===== src/sv/ctli_pkg.sv =====
// Shared types, constants and helpers of the curve table interpolation core.
// Used by ctli_muldiv and curve_table_linear_interp_core; no dependencies.
`timescale 1ns / 1ps
`default_nettype none

package ctli_pkg;

  // Table geometry.
  localparam int TableDepth = 256;
  localparam int AddrW      = $clog2(TableDepth);
  localparam int CntW       = $clog2(TableDepth + 1);

  // Datapath widths.
  localparam int DataW   = 32;
  localparam int MagW    = 33;
  localparam int ProdW   = 2 * MagW;
  localparam int StepW   = $clog2(ProdW);
  localparam int MulSteps = MagW;
  localparam int DivSteps = ProdW;

  // Item kinds.
  localparam logic FuncWrite = 1'b0;
  localparam logic FuncEval  = 1'b1;

  // Result status codes.
  localparam logic [2:0] StInterp = 3'd0;
  localparam logic [2:0] StBelow  = 3'd1;
  localparam logic [2:0] StAbove  = 3'd2;
  localparam logic [2:0] StEmpty  = 3'd3;
  localparam logic [2:0] StWrite  = 3'd4;
  localparam logic [2:0] StFault  = 3'd5;

  // Request to the shared multiply/divide unit.
  typedef struct packed {
    logic            start;
    logic [MagW-1:0] ady;
    logic [MagW-1:0] adx;
    logic [MagW-1:0] den;
  } md_req_t;

  // Response of the shared multiply/divide unit.
  typedef struct packed {
    logic             done;
    logic [ProdW-1:0] quot;
  } md_rsp_t;

  // Arithmetic shift right by one, which rounds toward negative infinity.
  function automatic logic [DataW-1:0] half_floor(input logic [DataW-1:0] v);
    half_floor = {v[DataW-1], v[DataW-1:1]};
  endfunction

endpackage

`default_nettype wire


===== src/sv/ctli_muldiv.sv =====
// Serial unsigned multiply followed by serial restoring divide, sharing one adder.
// Computes (ady * adx) / den one bit per cycle; depends on ctli_pkg.
`timescale 1ns / 1ps
`default_nettype none

module ctli_muldiv (
  input  wire logic              clk_i,
  input  wire logic              rst_ni,
  input  wire ctli_pkg::md_req_t req_i,
  output ctli_pkg::md_rsp_t      rsp_o
);

  import ctli_pkg::*;

  localparam logic [1:0] MdIdle = 2'd0;
  localparam logic [1:0] MdMul  = 2'd1;
  localparam logic [1:0] MdDiv  = 2'd2;

  logic [1:0]       state_q, state_d;
  logic [StepW-1:0] cnt_q, cnt_d;
  logic             done_q, done_d;
  logic [ProdW-1:0] p_q, p_d;
  logic [MagW-1:0]  a_q, a_d;
  logic [MagW-1:0]  den_q, den_d;
  logic [MagW-1:0]  rem_q, rem_d;

  // Shared adder: add for multiply steps, subtract for divide steps.
  logic [MagW:0]   op_a, op_b;
  logic            op_sub;
  logic [MagW+1:0] sum;
  logic [MagW:0]   trial;

  assign trial = {rem_q, p_q[ProdW-1]};

  always_comb begin
    if (state_q == MdDiv) begin
      op_a   = trial;
      op_b   = {1'b0, den_q};
      op_sub = 1'b1;
    end else begin
      op_a   = {1'b0, p_q[ProdW-1:MagW]};
      op_b   = p_q[0] ? {1'b0, a_q} : '0;
      op_sub = 1'b0;
    end
  end

  assign sum = {1'b0, op_a} + (op_sub ? {1'b1, ~op_b} : {1'b0, op_b})
             + {{(MagW+1){1'b0}}, op_sub};

  always_comb begin
    state_d = state_q;
    cnt_d   = cnt_q;
    done_d  = 1'b0;
    p_d     = p_q;
    a_d     = a_q;
    den_d   = den_q;
    rem_d   = rem_q;
    unique case (state_q)
      MdIdle: begin
        if (req_i.start) begin
          a_d     = req_i.ady;
          den_d   = req_i.den;
          p_d     = {{MagW{1'b0}}, req_i.adx};
          rem_d   = '0;
          cnt_d   = '0;
          state_d = MdMul;
        end
      end
      MdMul: begin
        p_d   = {sum[MagW:0], p_q[MagW-1:1]};
        cnt_d = cnt_q + 1'b1;
        if (cnt_q == StepW'(MulSteps - 1)) begin
          cnt_d   = '0;
          state_d = MdDiv;
        end
      end
      MdDiv: begin
        // A clear borrow bit means the trial remainder reached the divisor.
        if (!sum[MagW+1]) begin
          rem_d = sum[MagW-1:0];
        end else begin
          rem_d = trial[MagW-1:0];
        end
        p_d   = {p_q[ProdW-2:0], ~sum[MagW+1]};
        cnt_d = cnt_q + 1'b1;
        if (cnt_q == StepW'(DivSteps - 1)) begin
          done_d  = 1'b1;
          state_d = MdIdle;
        end
      end
      default: state_d = MdIdle;
    endcase
  end

  always_ff @(posedge clk_i or negedge rst_ni) begin
    if (!rst_ni) begin
      state_q <= MdIdle;
      cnt_q   <= '0;
      done_q  <= 1'b0;
    end else begin
      state_q <= state_d;
      cnt_q   <= cnt_d;
      done_q  <= done_d;
    end
  end

  always_ff @(posedge clk_i) begin
    p_q   <= p_d;
    a_q   <= a_d;
    den_q <= den_d;
    rem_q <= rem_d;
  end

  assign rsp_o.done = done_q;
  assign rsp_o.quot = p_q;

endmodule

`default_nettype wire


===== config.mk =====
export PLATFORM = sky130hd
export DESIGN_NAME = ctli_muldiv
export DESIGN_NICKNAME = d
export VERILOG_FILES = /design/src/sv/ctli_pkg.sv /design/src/sv/ctli_muldiv.sv
export SDC_FILE = /design/constraint.sdc
export NUM_CORES = 1
export LEC_CHECK = 0
export ABC_AREA = 1
export BUFFER_PORTS_ARGS = -buffer_cell sky130_fd_sc_hd__buf_2
export CAP_MARGIN = 15
export CORE_UTILIZATION = 50
export CTS_BUF_LIST = sky130_fd_sc_hd__clkbuf_4 sky130_fd_sc_hd__clkbuf_8
export DETAILED_ROUTE_END_ITERATION = 16
export PLACE_DENSITY = 0.83
export SYNTH_ARGS = -nofsm -noshare
export SYNTH_HDL_FRONTEND = slang
export SYNTH_SLANG_ARGS = --single-unit

===== constraint.sdc =====
create_clock -name clk_i -period 5.2 [get_ports clk_i]
set_input_delay 1.04 -clock clk_i [delete_from_list [all_inputs] [get_ports clk_i]]
set_output_delay 1.04 -clock clk_i [all_outputs]
set_load 0.02 [all_outputs]

==> impl_results.rst <==
.. list-table::
   :header-rows: 1

   * - Metric
     - Value
   * - Share of post-route cells with drive strength above 1
     - 0.172
   * - Buffer type at the clock tree root
     - sky130_fd_sc_hd__clkbuf_8
   * - Die extent in x
     - 144 µm
   * - Count of endpoints failing setup in the final report
     - 0
   * - Critical path's most frequent cell
     - sky130_fd_sc_hd__nand2_1
   * - Deepest clock path buffer count
     - 2
   * - Routed length per instance
     - roughly 17 µm
   * - Count of hold buffers inserted by post-cts repair
     - 0
   * - # clock sinks
     - around 180
   * - Synth Instances
     - 1201
   * - Max FO, Critical Path
     - 33
   * - Initial antenna violation count
     - 0
   * - Syn_area_per_cell
     - around 8.4 µm²
   * - Count of different cell masters after synthesis
     - 38
   * - Total congestion overflow
     - 0
   * - Smallest hold slack
     - between 0.3 and 0.4 ns
   * - Number of endpoints with negative hold slack in the final report
     - 0
   * - Largest voltage drop on the vdd net
     - around 0.41 mV
   * - Depth of the CTS H-tree
     - 4
   * - Half-perimeter wire length after placement
     - a little under 20000 µm
   * - Sequential cell area fraction in the yosys report
     - 0.513
   * - I/O pin total
     - roughly 170
   * - Transition at the pin with the smallest max-transition slack
     - approximately 1.2 ns
   * - Area of the die
     - approximately 21000 µm²
   * - Setup tns final
     - 0 ns
   * - Primary FF master, synth
     - sky130_fd_sc_hd__edfxtp_1
   * - Warnings from Yosys
     - 0
   * - Crit-path max cell delay
     - roughly 0.86 ns
   * - Detailed-route wire length
     - approximately 27000 µm
   * - Final weighted congestion in routability-driven placement
     - around 0.95
   * - Count of unresolved DRC violations after routing
     - 0
   * - Number of buffers inserted by port buffering
     - 168
   * - CTS resizes
     - 0
   * - Max Transition Viols Final
     - 0
   * - Number of antenna cells inserted
     - 0
   * - Cell area after technology mapping
     - ~10000 µm²
   * - Worst setup SP type
     - flop
   * - Period minus WS final
     - around 4.6 ns
   * - FFs w/ async S/R, synth
     - 0.0571
   * - Data arrival, critical path
     - around 4.8 ns
   * - Vias in the first global route
     - roughly 8.7k
   * - Kind of end point of the critical path
     - flop
   * - Path category of the worst min-delay check
     - primary input to async pin
   * - Detailed-router iteration count before antenna repair
     - 5
   * - Ordered list of cells on the worst path
     - inv_1, ha_1, inv_1, o21ai_0, ha_1, nand2_1, inv_1, nand2_1, and2_1, nand2_1, nand2_1, nand3_1, nand2_1, nand2_2, inv_2, nand2_1, o21ai_1, inv_1
   * - Power density normalized to cell area
     - around 720 nW/µm²
   * - Number of nets at the end of the flow
     - ~1.5k
   * - Leading cell type in the layout, fill and taps excluded
     - sky130_fd_sc_hd__nand2_1
   * - Initial standard-cell utilization of the core
     - 0.516
   * - Tcrit/Tclk final
     - 0.877
   * - RSZ-0062 raised after global routing
     - no
   * - EDFF count, synth
     - roughly 170
   * - Number of maximum-capacitance violations
     - 0
   * - Synthesized netlist net count
     - 1344
   * - Filler cells
     - between 1.5k and 2k
   * - Number of setup buffers added after CTS
     - 0
   * - Kind of critical path
     - flop to flop
   * - Number of register bits inferred by synthesis
     - ~180
   * - Total Routing Usage GR
     - 0.269
   * - Worst max-slew margin expressed relative to the limit
     - 0.221
   * - Core Area
     - around 20000 µm²
   * - Number of violations reported at the end of detailed-routing iteration 0
     - 713
   * - Synth-to-Final Area Change
     - 14.2%
   * - Max Clock Skew
     - 0.0128 ns
   * - Max Fclk
     - about 220 MHz
   * - Clock transition at the registers of the reported paths
     - 0.10 ns
   * - Die Y-Extent
     - between 100 and 150 µm
   * - Maximum number of pins on one net before global-route repair
     - between 60 and 70
   * - Skew-Pair Late Insertion Delay
     - roughly 0.49 ns
   * - Remaining number of nets flagged by the antenna check after routing
     - 0
   * - Via density per instance
     - between 5 and 6
   * - TritonCTS clock tree
     - done
   * - Library cell contributing the largest single delay on the critical path
     - sky130_fd_sc_hd__inv_1
   * - Global-route wire length before repair
     - between 40000 and 50000 µm
   * - Endpoint required time on the critical path
     - between 5 and 6 ns
   * - Status
     - finished clean
   * - CTS buffer count
     - 17
   * - Number of vias in the routed layout
     - approximately 9k
   * - Standard-cell rows
     - 51
   * - Leakage dissipation
     - 5.35 nW
   * - Most frequent cells in the layout
     - sky130_fd_sc_hd__nand2_1, sky130_fd_sc_hd__buf_2, sky130_fd_sc_hd__edfxtp_1, sky130_fd_sc_hd__a21oi_1, sky130_fd_sc_hd__nor2_1
-- flip-flops by register name (all words and copies together), names as in the netlist --
signal / flops
a_q: 33
cnt_q: 7
den_q: 33
done_q: 1
p_q: 66
rem_q: 33
state_q: 2
-- worst max-delay path, delay by kind of cell (launching register included) --
family,cells,cell delay (ns)
AOI/OAI and AO/OA,2,0.47
adders and majority gates,2,0.72
buffers and inverters,5,1.64
DFF,1,0.40
and+or+nand+nor,9,1.08
-- cell usage after synthesis (3+ instances only) --
library cell,number,share of area
sky130_fd_sc_hd__a21o_1,9,0.0067
sky130_fd_sc_hd__a21oi_1,148,0.073
sky130_fd_sc_hd__a22oi_2,7,0.0086
sky130_fd_sc_hd__and2_1,3,0.0019
sky130_fd_sc_hd__buf_1,12,0.0044
sky130_fd_sc_hd__buf_6,5,0.0056
sky130_fd_sc_hd__clkbuf_1,27,0.010
sky130_fd_sc_hd__dfrtp_1,10,0.025
sky130_fd_sc_hd__edfxtp_1,165,0.49
sky130_fd_sc_hd__ha_1,40,0.049
sky130_fd_sc_hd__inv_1,95,0.035
sky130_fd_sc_hd__inv_2,4,0.0015
sky130_fd_sc_hd__nand2_1,393,0.15
sky130_fd_sc_hd__nand3_1,33,0.016
sky130_fd_sc_hd__nand3b_1,10,0.0074
sky130_fd_sc_hd__nand4_1,3,0.0019
sky130_fd_sc_hd__nor2_1,98,0.036
sky130_fd_sc_hd__nor3_1,13,0.0064
sky130_fd_sc_hd__o21a_1,5,0.0037
sky130_fd_sc_hd__o21ai_0,69,0.034
sky130_fd_sc_hd__o21ai_1,11,0.0054
sky130_fd_sc_hd__o22ai_1,3,0.0019
sky130_fd_sc_hd__xnor2_1,6,0.0052
sky130_fd_sc_hd__xor2_1,12,0.010
-- cells by family (layout without fill, tap and decap cells) --
| kind of cell | after synthesis | in the layout | synth area share |
|---|---|---|---|
| AO/OA/AOI/OAI | 260 | 260 | 0.140 |
| XOR/XNOR | 18 | 18 | 0.0155 |
| adder cells (fa/ha/maj) | 41 | 41 | 0.0513 |
| buffers and inverters | 145 | 310 | 0.0581 |
| flip-flops | 175 | 175 | 0.513 |
| AND/OR/NAND/NOR | 562 | 562 | 0.222 |
-- worst paths after layout --
check                           slack, ns  depth (start not counted)       end        from
worst min-delay path                 0.40                          1    done_q      rst_ni
max in group asynchronous            4.59                          1  cnt_q[0]      rst_ni
worst max register to register       0.64                         18  rem_q[9]  state_q[0]
min in group clk_i                   0.59                          2  cnt_q[3]    cnt_q[3]
worst max-delay path                 0.64                         18  rem_q[9]  state_q[0]
worst min register to register       0.59                          2  cnt_q[3]    cnt_q[3]
-- area by class of cell --
class / instances / area [µm²] / share of cell area
Multi-Input combinational cell: 881 / 4380 / 0.378
Inverter: 99 / 372 / 0.0321
Timing Repair Buffer: 179 / 923 / 0.0797
Sequential cell: 175 / 5200 / 0.449
Clock buffer: 18 / 241 / 0.0208
Clock inverter: 14 / 134 / 0.0116
Tap cell: 265 / 332 / 0.0286
-- metrics by stage --
step                instance area (µm²)  power [mW]  setup WS, ns  instances  utilization
floorplan                         10100        5.98          1.31       1201            -
global placement                  11200        7.18         0.953       1599        0.570
detailed placement                11200        7.29         0.755       1599        0.570
CTS                               11600        8.25         0.714       1631        0.589
global route                      11600        8.92         0.324       1631        0.589
finish                            11600        8.30         0.638       1631        0.589
-- routing by layer --
metal | routed length, µm | GRT usage
met1 | 11500 | 0.332
met2 | 13000 | 0.466
met3 | 1900 | 0.0454
met4 | 695 | 0.108
met5 | 0 | 0
-- where the power goes --
group          internal, mW  total, mW  switching [mW]
combinational          1.46       4.78            3.32
clock                 0.393      0.936           0.543
sequential             2.31       2.59           0.282
total                  4.16       8.30            4.14
Note: power is estimated with default switching activity, not from simulation.
